## config.mk

```make
export PLATFORM = sky130hd
export DESIGN_NAME = color_hue_and_light_smoother_unit
export DESIGN_NICKNAME = d
export VERILOG_FILES = /design/src/rtl/chls_pkg.sv /design/src/rtl/chls_dpath.sv /design/src/rtl/chls_ctrl.sv /design/src/rtl/color_hue_and_light_smoother_unit.sv
export SDC_FILE = /design/constraint.sdc
export NUM_CORES = 2
export LEC_CHECK = 0
export ABC_AREA = 1
export BUFFER_PORTS_ARGS = -buffer_cell sky130_fd_sc_hd__clkbuf_2
export CORE_ASPECT_RATIO = 0.5
export CORE_UTILIZATION = 45
export CTS_BUF_LIST = sky130_fd_sc_hd__clkbuf_8
export DETAILED_ROUTE_END_ITERATION = 16
export PLACE_DENSITY_LB_ADDON = 0.25
export SYNTH_ARGS = -nofsm -noshare
export SYNTH_HDL_FRONTEND = slang
export SYNTH_SLANG_ARGS = --single-unit
```

## constraint.sdc

```tcl
create_clock -name clk_i -period 8.9 [get_ports clk_i]
set_input_delay 1.335 -clock clk_i [delete_from_list [all_inputs] [get_ports clk_i]]
set_output_delay 1.335 -clock clk_i [all_outputs]
set_load 0.005 [all_outputs]
```

## src/rtl/chls_pkg.sv

```systemverilog
`default_nettype none
// ----------------------------------------------------------------------------
// chls_pkg: shared types and constants
// Widths, constants, controller states and the controller/datapath
// command and status bundles of the color hue and light smoother.
// ----------------------------------------------------------------------------
package chls_pkg;

  // Sample width and masking
  localparam int unsigned SAMPLE_BITS = 16;
  localparam int unsigned FIELD_W     = 16;
  localparam logic [FIELD_W-1:0] SAMPLE_MASK = {FIELD_W{1'b1}} >> (FIELD_W - SAMPLE_BITS);

  // Stream payload widths
  localparam int unsigned IN_DATA_W  = 4 * FIELD_W;
  localparam int unsigned HUE_W      = 16;
  localparam int unsigned LIGHT_W    = 24;
  localparam int unsigned OUT_DATA_W = HUE_W + 2 * LIGHT_W;

  // Smoothing coefficient, Q1.16
  localparam int unsigned COEF_W = 17;
  localparam logic [COEF_W-1:0] COEF_ONE   = 17'd65536;
  localparam logic [COEF_W-1:0] COEF_RESET = 17'd60293;

  // Configuration port
  localparam int unsigned APB_ADDR_W = 2;
  localparam int unsigned APB_DATA_W = 32;
  localparam logic [APB_ADDR_W-1:0] REG_SMOOTHING_COEF = 2'd0;

  // Hue arithmetic: numerator magnitude, product and quotient widths
  localparam int unsigned NUM_W   = 20;  // signed hue numerator
  localparam int unsigned MAG_W   = 19;
  localparam int unsigned HPROD_W = 31;
  localparam int unsigned QUO_W   = 15;  // quotient never exceeds 19200
  localparam int unsigned CNT_W   = $clog2(QUO_W);
  localparam logic [HPROD_W-1:0] HUE_SCALE = 31'd3840;
  localparam logic signed [HUE_W-1:0] HUE_MIN = -16'sd3840;
  localparam logic signed [HUE_W-1:0] HUE_MAX = 16'sd19200;

  // Smoothing arithmetic widths
  localparam int unsigned DIFF_W  = LIGHT_W + 1;
  localparam int unsigned SPROD_W = DIFF_W + COEF_W + 1;

  // Controller states
  typedef enum logic [2:0] {
    ST_IDLE,
    ST_PREP,
    ST_MUL,
    ST_DIV,
    ST_OUT
  } ctrl_state_e;

  // Controller to datapath commands
  typedef struct packed {
    logic capture;   // take the input request
    logic prep;      // max/min, numerator, light difference
    logic mul;       // products, divider load
    logic div_step;  // one restoring divide step
    logic commit;    // load output register, update smoothed light
  } ctrl_cmd_t;

  // Datapath to controller status
  typedef struct packed {
    logic out_free;  // output register can take a new result
  } dp_sts_t;

endpackage
`default_nettype wire

```

## src/rtl/chls_dpath.sv

```systemverilog
`default_nettype none
// ----------------------------------------------------------------------------
// chls_dpath: hue and smoothing datapath
// Sample registers, hue numerator, shared-step restoring divider, smoothing
// multiply, smoothed light state and the output register.
// ----------------------------------------------------------------------------
module chls_dpath (
  input  wire logic                              clk_i,
  input  wire logic                              rst_ni,
  input  wire chls_pkg::ctrl_cmd_t               cmd_i,
  output chls_pkg::dp_sts_t                      sts_o,
  input  wire logic [chls_pkg::IN_DATA_W-1:0]    sample_i,
  input  wire logic [chls_pkg::COEF_W-1:0]       coef_i,
  output logic                                   m_tvalid_o,
  input  wire logic                              m_tready_i,
  output logic [chls_pkg::OUT_DATA_W-1:0]        result_o
);

  localparam int unsigned FW = chls_pkg::FIELD_W;

  // Captured sample
  logic [FW-1:0] red_q, green_q, blue_q, amb_q;

  // Prep stage
  logic [FW-1:0] hi, lo, span;
  logic          red_max, green_max;
  logic signed [chls_pkg::NUM_W-1:0] num_base, num_part, num;
  logic [chls_pkg::NUM_W-1:0] num_abs;
  logic [chls_pkg::LIGHT_W-1:0] amb_fix;
  logic signed [chls_pkg::DIFF_W-1:0] diff;
  logic [chls_pkg::DIFF_W-1:0] diff_abs;

  logic [FW-1:0]                      span_q;
  logic                               neg_q, zero_q;
  logic [chls_pkg::MAG_W-1:0]         mag_q;
  logic signed [chls_pkg::DIFF_W-1:0] diff_q;
  logic [chls_pkg::LIGHT_W-1:0]       delta_q;

  // Multiply and divide
  logic [chls_pkg::HPROD_W-1:0]        hprod;
  logic signed [chls_pkg::SPROD_W-1:0] sprod_d, sprod_q;
  logic [FW-1:0]                       rem_q;
  logic [chls_pkg::QUO_W-1:0]          quo_q;
  logic [FW:0]                         trial;
  logic                                fits;

  // Result and state
  logic [chls_pkg::LIGHT_W-1:0]        light_q;
  logic signed [chls_pkg::SPROD_W-1:0] sshift;
  logic [chls_pkg::DIFF_W-1:0]         next_sum;
  logic [chls_pkg::LIGHT_W-1:0]        next_light;
  logic [chls_pkg::HUE_W-1:0]          hue_mag, hue_val;
  logic [chls_pkg::HUE_W-1:0]          out_hue_q;
  logic [chls_pkg::LIGHT_W-1:0]        out_chg_q, out_smooth_q;
  logic                                out_valid_q, out_valid_d;

  // Input capture, masked to the sample width
  always_ff @(posedge clk_i) begin
    if (cmd_i.capture) begin
      red_q   <= sample_i[FW-1:0]      & chls_pkg::SAMPLE_MASK;
      green_q <= sample_i[2*FW-1:FW]   & chls_pkg::SAMPLE_MASK;
      blue_q  <= sample_i[3*FW-1:2*FW] & chls_pkg::SAMPLE_MASK;
      amb_q   <= sample_i[4*FW-1:3*FW] & chls_pkg::SAMPLE_MASK;
    end
  end

  // Max/min and hue numerator; red wins ties, then green
  always_comb begin
    hi = red_q;
    lo = red_q;
    if (green_q > hi) hi = green_q;
    if (blue_q > hi)  hi = blue_q;
    if (green_q < lo) lo = green_q;
    if (blue_q < lo)  lo = blue_q;
    span      = hi - lo;
    red_max   = (red_q >= hi);
    green_max = (green_q >= hi);
    if (red_max) begin
      num_base = '0;
      num_part = $signed({4'b0, green_q}) - $signed({4'b0, blue_q});
    end else if (green_max) begin
      num_base = $signed({3'b0, span, 1'b0});
      num_part = $signed({4'b0, blue_q}) - $signed({4'b0, red_q});
    end else begin
      num_base = $signed({2'b0, span, 2'b0});
      num_part = $signed({4'b0, red_q}) - $signed({4'b0, green_q});
    end
    num     = num_base + num_part;
    num_abs = num[chls_pkg::NUM_W-1] ? 20'(-num) : 20'(num);
  end

  // Light difference against the stored smoothed value
  assign amb_fix  = {amb_q, 8'b0};
  assign diff     = $signed({1'b0, light_q}) - $signed({1'b0, amb_fix});
  assign diff_abs = diff[chls_pkg::DIFF_W-1] ? 25'(-diff) : 25'(diff);

  always_ff @(posedge clk_i) begin
    if (cmd_i.prep) begin
      span_q  <= span;
      zero_q  <= (span == '0);
      neg_q   <= num[chls_pkg::NUM_W-1];
      mag_q   <= num_abs[chls_pkg::MAG_W-1:0];
      diff_q  <= diff;
      delta_q <= diff_abs[chls_pkg::LIGHT_W-1:0];
    end
  end

  // Scaled numerator and smoothing product
  assign hprod   = 31'(mag_q) * chls_pkg::HUE_SCALE;
  assign sprod_d = 43'(diff_q) * 43'($signed({1'b0, coef_i}));

  // Restoring divider, one quotient bit per step
  assign trial = {rem_q, quo_q[chls_pkg::QUO_W-1]};
  assign fits  = (trial >= {1'b0, span_q});

  always_ff @(posedge clk_i) begin
    if (cmd_i.mul) begin
      sprod_q <= sprod_d;
      rem_q   <= hprod[chls_pkg::HPROD_W-1:chls_pkg::QUO_W];
      quo_q   <= hprod[chls_pkg::QUO_W-1:0];
    end else if (cmd_i.div_step) begin
      rem_q <= fits ? 16'(trial - {1'b0, span_q}) : trial[FW-1:0];
      quo_q <= {quo_q[chls_pkg::QUO_W-2:0], fits};
    end
  end

  // New smoothed value: amb + floor(c * (old - amb) / 2^16)
  assign sshift     = sprod_q >>> 16;
  assign next_sum   = 25'(amb_fix) + 25'(sshift);
  assign next_light = next_sum[chls_pkg::LIGHT_W-1:0];

  // Signed hue, truncated toward zero
  assign hue_mag = {1'b0, quo_q};
  always_comb begin
    if (zero_q)     hue_val = '0;
    else if (neg_q) hue_val = -hue_mag;
    else            hue_val = hue_mag;
  end

  // Smoothed light state
  always_ff @(posedge clk_i or negedge rst_ni) begin
    if (!rst_ni) begin
      light_q <= '0;
    end else if (cmd_i.commit) begin
      light_q <= next_light;
    end
  end

  // Output register
  always_ff @(posedge clk_i) begin
    if (cmd_i.commit) begin
      out_hue_q    <= hue_val;
      out_chg_q    <= delta_q;
      out_smooth_q <= next_light;
    end
  end

  always_comb begin
    out_valid_d = out_valid_q;
    if (cmd_i.commit)    out_valid_d = 1'b1;
    else if (m_tready_i) out_valid_d = 1'b0;
  end

  always_ff @(posedge clk_i or negedge rst_ni) begin
    if (!rst_ni) begin
      out_valid_q <= 1'b0;
    end else begin
      out_valid_q <= out_valid_d;
    end
  end

  assign sts_o.out_free = !out_valid_q || m_tready_i;
  assign m_tvalid_o     = out_valid_q;
  assign result_o       = {out_smooth_q, out_chg_q, out_hue_q};

`ifndef SYNTHESIS
  // A committed result shows up on the output next cycle
  assert property (@(posedge clk_i) disable iff (!rst_ni)
    cmd_i.commit |=> out_valid_q)
    else $error("commit did not raise output valid");

  // Hue stays inside the unwrapped range
  assert property (@(posedge clk_i) disable iff (!rst_ni)
    out_valid_q |-> ($signed(out_hue_q) >= chls_pkg::HUE_MIN &&
                     $signed(out_hue_q) <= chls_pkg::HUE_MAX))
    else $error("hue out of range");

  // Smoothed state only moves on commit
  assert property (@(posedge clk_i) disable iff (!rst_ni)
    !cmd_i.commit |=> $stable(light_q))
    else $error("smoothed light changed without commit");
`endif

endmodule
`default_nettype wire

```

## src/rtl/chls_ctrl.sv

```systemverilog
`default_nettype none
// ----------------------------------------------------------------------------
// chls_ctrl: sequencer
// Steps one request through prep, multiply, divide and output commit.
// ----------------------------------------------------------------------------
module chls_ctrl (
  input  wire logic                clk_i,
  input  wire logic                rst_ni,
  input  wire logic                s_tvalid_i,
  output logic                     s_tready_o,
  input  wire chls_pkg::dp_sts_t   sts_i,
  output chls_pkg::ctrl_cmd_t      cmd_o
);

  chls_pkg::ctrl_state_e state_q, state_d;
  logic [chls_pkg::CNT_W-1:0] cnt_q, cnt_d;
  logic last_step;

  assign last_step = (cnt_q == chls_pkg::CNT_W'(chls_pkg::QUO_W - 1));

  // Next state
  always_comb begin
    state_d = state_q;
    case (state_q)
      chls_pkg::ST_IDLE: if (s_tvalid_i) state_d = chls_pkg::ST_PREP;
      chls_pkg::ST_PREP: state_d = chls_pkg::ST_MUL;
      chls_pkg::ST_MUL:  state_d = chls_pkg::ST_DIV;
      chls_pkg::ST_DIV:  if (last_step) state_d = chls_pkg::ST_OUT;
      chls_pkg::ST_OUT:  if (sts_i.out_free) state_d = chls_pkg::ST_IDLE;
      default:           state_d = chls_pkg::ST_IDLE;
    endcase
  end

  // Divide step counter
  always_comb begin
    cnt_d = cnt_q;
    if (state_q == chls_pkg::ST_MUL)      cnt_d = '0;
    else if (state_q == chls_pkg::ST_DIV) cnt_d = cnt_q + chls_pkg::CNT_W'(1);
  end

  always_ff @(posedge clk_i or negedge rst_ni) begin
    if (!rst_ni) begin
      state_q <= chls_pkg::ST_IDLE;
      cnt_q   <= '0;
    end else begin
      state_q <= state_d;
      cnt_q   <= cnt_d;
    end
  end

  // Outputs
  always_comb begin
    s_tready_o       = 1'b0;
    cmd_o            = '0;
    case (state_q)
      chls_pkg::ST_IDLE: begin
        s_tready_o    = 1'b1;
        cmd_o.capture = s_tvalid_i;
      end
      chls_pkg::ST_PREP: cmd_o.prep     = 1'b1;
      chls_pkg::ST_MUL:  cmd_o.mul      = 1'b1;
      chls_pkg::ST_DIV:  cmd_o.div_step = 1'b1;
      chls_pkg::ST_OUT:  cmd_o.commit   = sts_i.out_free;
      default: ;
    endcase
  end

`ifndef SYNTHESIS
  // Never overwrite a result that is still waiting
  assert property (@(posedge clk_i) disable iff (!rst_ni)
    cmd_o.commit |-> sts_i.out_free)
    else $error("commit into a full output register");

  // A taken request starts the prep step next cycle
  assert property (@(posedge clk_i) disable iff (!rst_ni)
    cmd_o.capture |=> cmd_o.prep)
    else $error("capture not followed by prep");

  // Divide runs exactly the quotient width
  assert property (@(posedge clk_i) disable iff (!rst_ni)
    (cmd_o.div_step && last_step) |=> (state_q == chls_pkg::ST_OUT))
    else $error("divider did not finish on its last step");
`endif

endmodule
`default_nettype wire

```

## src/rtl/color_hue_and_light_smoother_unit.sv

```systemverilog
`default_nettype none
// Sequence: a request accepted on the input passes through prep, multiply, the
//   15-step restoring divide for the hue quotient and commit to output valid.
// Flow: a new request is taken only once the previous one has committed;
//   the output register holds a result while the next runs.
// Reset: asynchronous, active low; clears the smoothed light to zero, loads the
//   smoothing coefficient with 60293 and empties the output register.
// ----------------------------------------------------------------------------
// color_hue_and_light_smoother_unit: top level
// Hue from RGB samples and exponential smoothing of the ambient level,
// with an APB register for the smoothing coefficient.
// ----------------------------------------------------------------------------
module color_hue_and_light_smoother_unit (
  input  wire logic                                clk_i,
  input  wire logic                                rst_ni,
  // tdata: red_level, green_level, blue_level, ambient_level (16 bits each)
  input  wire logic [chls_pkg::IN_DATA_W-1:0]      s_axis_tdata_i,
  input  wire logic                                s_axis_tvalid_i,
  output logic                                     s_axis_tready_o,
  // tdata: hue_angle (16), light_change (24), light_smoothed (24)
  output logic [chls_pkg::OUT_DATA_W-1:0]          m_axis_tdata_o,
  output logic                                     m_axis_tvalid_o,
  input  wire logic                                m_axis_tready_i,
  input  wire logic                                psel,
  input  wire logic                                penable,
  input  wire logic                                pwrite,
  input  wire logic [chls_pkg::APB_ADDR_W-1:0]     paddr,
  input  wire logic [chls_pkg::APB_DATA_W-1:0]     pwdata,
  output logic [chls_pkg::APB_DATA_W-1:0]          prdata,
  output logic                                     pready
);

  chls_pkg::ctrl_cmd_t cmd;
  chls_pkg::dp_sts_t   sts;

  logic [chls_pkg::COEF_W-1:0] coef_q, coef_d, wr_coef;
  logic                        coef_we;

  // Coefficient register; the low 17 bits are written and values above one saturate
  assign pready  = 1'b1;
  assign coef_we = psel && penable && pwrite && pready &&
                   (paddr == chls_pkg::REG_SMOOTHING_COEF);
  assign wr_coef = pwdata[chls_pkg::COEF_W-1:0];
  assign coef_d  = (wr_coef > chls_pkg::COEF_ONE) ? chls_pkg::COEF_ONE : wr_coef;

  always_ff @(posedge clk_i or negedge rst_ni) begin
    if (!rst_ni) begin
      coef_q <= chls_pkg::COEF_RESET;
    end else if (coef_we) begin
      coef_q <= coef_d;
    end
  end

  // Read back
  assign prdata = (paddr == chls_pkg::REG_SMOOTHING_COEF) ? 32'(coef_q) : '0;

  chls_ctrl u_ctrl (
    .clk_i      (clk_i),
    .rst_ni     (rst_ni),
    .s_tvalid_i (s_axis_tvalid_i),
    .s_tready_o (s_axis_tready_o),
    .sts_i      (sts),
    .cmd_o      (cmd)
  );

  chls_dpath u_dpath (
    .clk_i      (clk_i),
    .rst_ni     (rst_ni),
    .cmd_i      (cmd),
    .sts_o      (sts),
    .sample_i   (s_axis_tdata_i),
    .coef_i     (coef_q),
    .m_tvalid_o (m_axis_tvalid_o),
    .m_tready_i (m_axis_tready_i),
    .result_o   (m_axis_tdata_o)
  );

endmodule
`default_nettype wire

```

==> qor.csv <==
metric;value;unit
Worst setup SP type;flip-flop;
Seq/Total Area, Yosys;25.7;%
CP most frequent cell;nand2_1;
Port Buffers;172;
post-synthesis cell type count;55;
min-delay worst type;flip-flop to flip-flop;
Post-Layout Cell Count;5524;
outcome;finished clean;
vias in the first global route;28660;
Final min period;8250;ps
slowest stage delay, CP;430;ps
top-count cell post-synth;inv_1;
MaxCap Viol Count;0;
total gr overflow;0;
R2R cell count;58;
largest net degree at the start of global routing;63;
Synth area leader;fa_1;
Slew @ Worst Pin;1130;ps
clock sinks;317;
CP Class;flip-flop to flip-flop;
Worst Path Max Fanout;15;
total track usage;22.9;%
CTS buffer count;49;
Compound-Gate Fraction of Synth Area;8.25;%
Slowest-stage cell, CP;edfxtp_1;
largest family of logic cells by synthesized area;adder cells;
die outline area;80800;um2
dpl cells;5414;
die width;401;um
Cell Area, Synth;35800;um2
Adder-Cell Fraction of Synth Area;35.2;%
Synth warnings;0;
clock transition at the registers of the reported paths;70;ps
Pre-antenna DRT Iters;5;
CTS tree;built;
post-DR wirelength/cell;16.2;um
fin worst setup slack;647;ps
crit end category;flip-flop;
Relative slew margins;24.2;%
Longest Clk Path Bufs;3;
share of cells above drive strength 1;11.3;%
Synth top area share;24.4;%
dpl hpwl;72400;um
Simple-Gate Fraction of Synth Area;15.0;%
Fin. Hold Viols;0;
DR vias;27584;
asr flop ratio synth;15.5;%
Cell Rows;72;
nets@finish;5293;
mux cell area share after synthesis;0;%
Initial DRC Count;1606;
Crit path required time;9300;ps
WL final;89400;um
CTS Hold Buffers Added;0;
R2R setup slack;650;ps
CP endpoint;u_dpath.mag_q[17]$_DFFE_PP_;
Initial Utilization;45.9;%
worst skew pair latency;700;ps
Synth Flop Type;edfxtp_1;
H-tree levels;2;
crit share post-route;92.7;%
FF+latch count, synth;317;
Fill cells;7302;
EDFF count, synth;260;
initial antenna violation count;5;
f_max;121;MHz
RD Place Congestion;0.898;
Worst R2R End;u_dpath.mag_q[17]$_DFFE_PP_;
synthesized area per cell;8.57;um2
Synth Area in XOR/XNOR;4.04;%
Reg-to-Reg Start;u_dpath.red_q[7]$_DFFE_PP_;
DR DRC count;0;
Multi-input gate area;22600;um2
Die Height;201;um
sequential cell area;9210;um2
Ports;204;
Critical Path Start;u_dpath.red_q[7]$_DFFE_PP_;
core area;78000;um2
Worst Path Arrival;8660;ps
Cells after Synth;4180;
Post-synth top cells;inv_1 (938), nand2_1 (933), fa_1 (436);
Final Setup Violations;0;
remaining antenna violation count;0;
clock skew;40.4;ps
vias per cell;4.99;
area grow syn2layout;11.9;%
first-pass GRT wire length;148000;um
Synth area leaders;fa_1 (24%), edfxtp_1 (22%), ha_1 (11%);
Place WS;373;ps
root buffer cell;clkbuf_8;
Final Max Slew Viols;0;
-- cell type report --
class / instances / share of cell area, %
antenna: 4 / 0.0250
clock buffer: 55 / 1.89
clock inverter: 37 / 0.734
inverter: 944 / 8.85
multi-input combinational: 2772 / 56.5
sequential: 317 / 23.0
tap: 1036 / 3.24
timing repair buffer: 359 / 5.82
-- cells in the final DEF, fill, tap and decap left out, types with 118 or more instances in the layout --
master / synthesis / layout
inv_1: 938 / 955
nand2_1: 933 / 932
fa_1: 436 / 436
ha_1: 309 / 304
edfxtp_1: 260 / 260
a21oi_1: 208 / 200
buf_4: 17 / 177
o21ai_0: 188 / 175
clkbuf_2: 0 / 173
nor2_1: 148 / 143
xor2_1: 118 / 118
-- state kept, by name, summed over array words and instances, names as in the netlist, 3 cells and up --
register              cells
coef_q                   17
u_ctrl.cnt_q              4
u_ctrl.state_q            3
u_dpath.amb_q            16
u_dpath.blue_q           16
u_dpath.delta_q          24
u_dpath.diff_q           24
u_dpath.green_q          16
u_dpath.light_q          24
u_dpath.mag_q            19
u_dpath.out_chg_q        24
u_dpath.out_hue_q        16
u_dpath.out_smooth_q     24
u_dpath.quo_q            15
u_dpath.red_q            16
u_dpath.rem_q            16
u_dpath.span_q           16
u_dpath.sprod_q          24
-- logic make-up (layout without fill, tap and decap cells) --
logic type / count (synthesis) / count (layout)
flip-flops: 317 / 317
AND/OR/NAND/NOR: 1321 / 1321
buffers and inverters: 1105 / 1395
other: 2 / 20
adder cells (fa/ha/maj): 745 / 745
XOR/XNOR: 165 / 165
AO/OA/AOI/OAI: 525 / 525
-- critical path, delay by kind of cell (launching register included) --
family                   cells  cell delay [ps]
AO/OA/AOI/OAI               19             2830
AND/OR/NAND/NOR             25             2240
adder cells (fa/ha/maj)      4             1200
buffers and inverters        9             1010
flip-flops                   1              430
XOR/XNOR                     1              230
-- routing by layer --
metal | global-route usage (%) | vias to the layer above | wire length, um
li1 | - | 13487 | -
met1 | 29.9 | 13303 | 39200
met3 | 3.61 | 155 | 4650
met4 | 8.57 | 2 | 2980
met5 | 0 | - | 8
met2 | 38.3 | 637 | 42600
-- repair_timing --
item	CTS	global route
gates resized for setup	0	50
endpoints found under the setup margin	0	19
setup buffers	0	14
-- how the worst min path moves through the flow --
stage / from / slack (ps) / to / cells after the start
3_3_place_gp: u_dpath.delta_q[4]$_DFFE_PP_ / 410 / u_dpath.out_chg_q[4]$_DFFE_PP_ / 0
2_1_floorplan: u_dpath.delta_q[10]$_DFFE_PP_ / 400 / u_dpath.out_chg_q[10]$_DFFE_PP_ / 0
3_5_place_dp: u_dpath.delta_q[9]$_DFFE_PP_ / 410 / u_dpath.out_chg_q[9]$_DFFE_PP_ / 0
6_report: u_dpath.delta_q[16]$_DFFE_PP_ / 400 / u_dpath.out_chg_q[16]$_DFFE_PP_ / 0
4_1_cts: u_dpath.delta_q[16]$_DFFE_PP_ / 400 / u_dpath.out_chg_q[16]$_DFFE_PP_ / 0
5_1_grt: u_dpath.delta_q[16]$_DFFE_PP_ / 400 / u_dpath.out_chg_q[16]$_DFFE_PP_ / 0
-- per-stage QoR --
stage | cell area (um2) | utilization, % | TNS (ps) | hold WS [ps]
6_report | 40000 | 51.3 | 0 | 401
5_1_grt | 40000 | 51.3 | -51.0 | 400
4_1_cts | 39800 | 51.0 | 0 | 399
3_5_place_dp | 38700 | 49.6 | 0 | 405
3_3_place_gp | 38700 | 49.6 | 0 | 407
2_1_floorplan | 35900 | - | 0 | 400
Power is not shown: default switching activity piles up to over one toggle a cycle in this logic, so the estimate is an artifact.
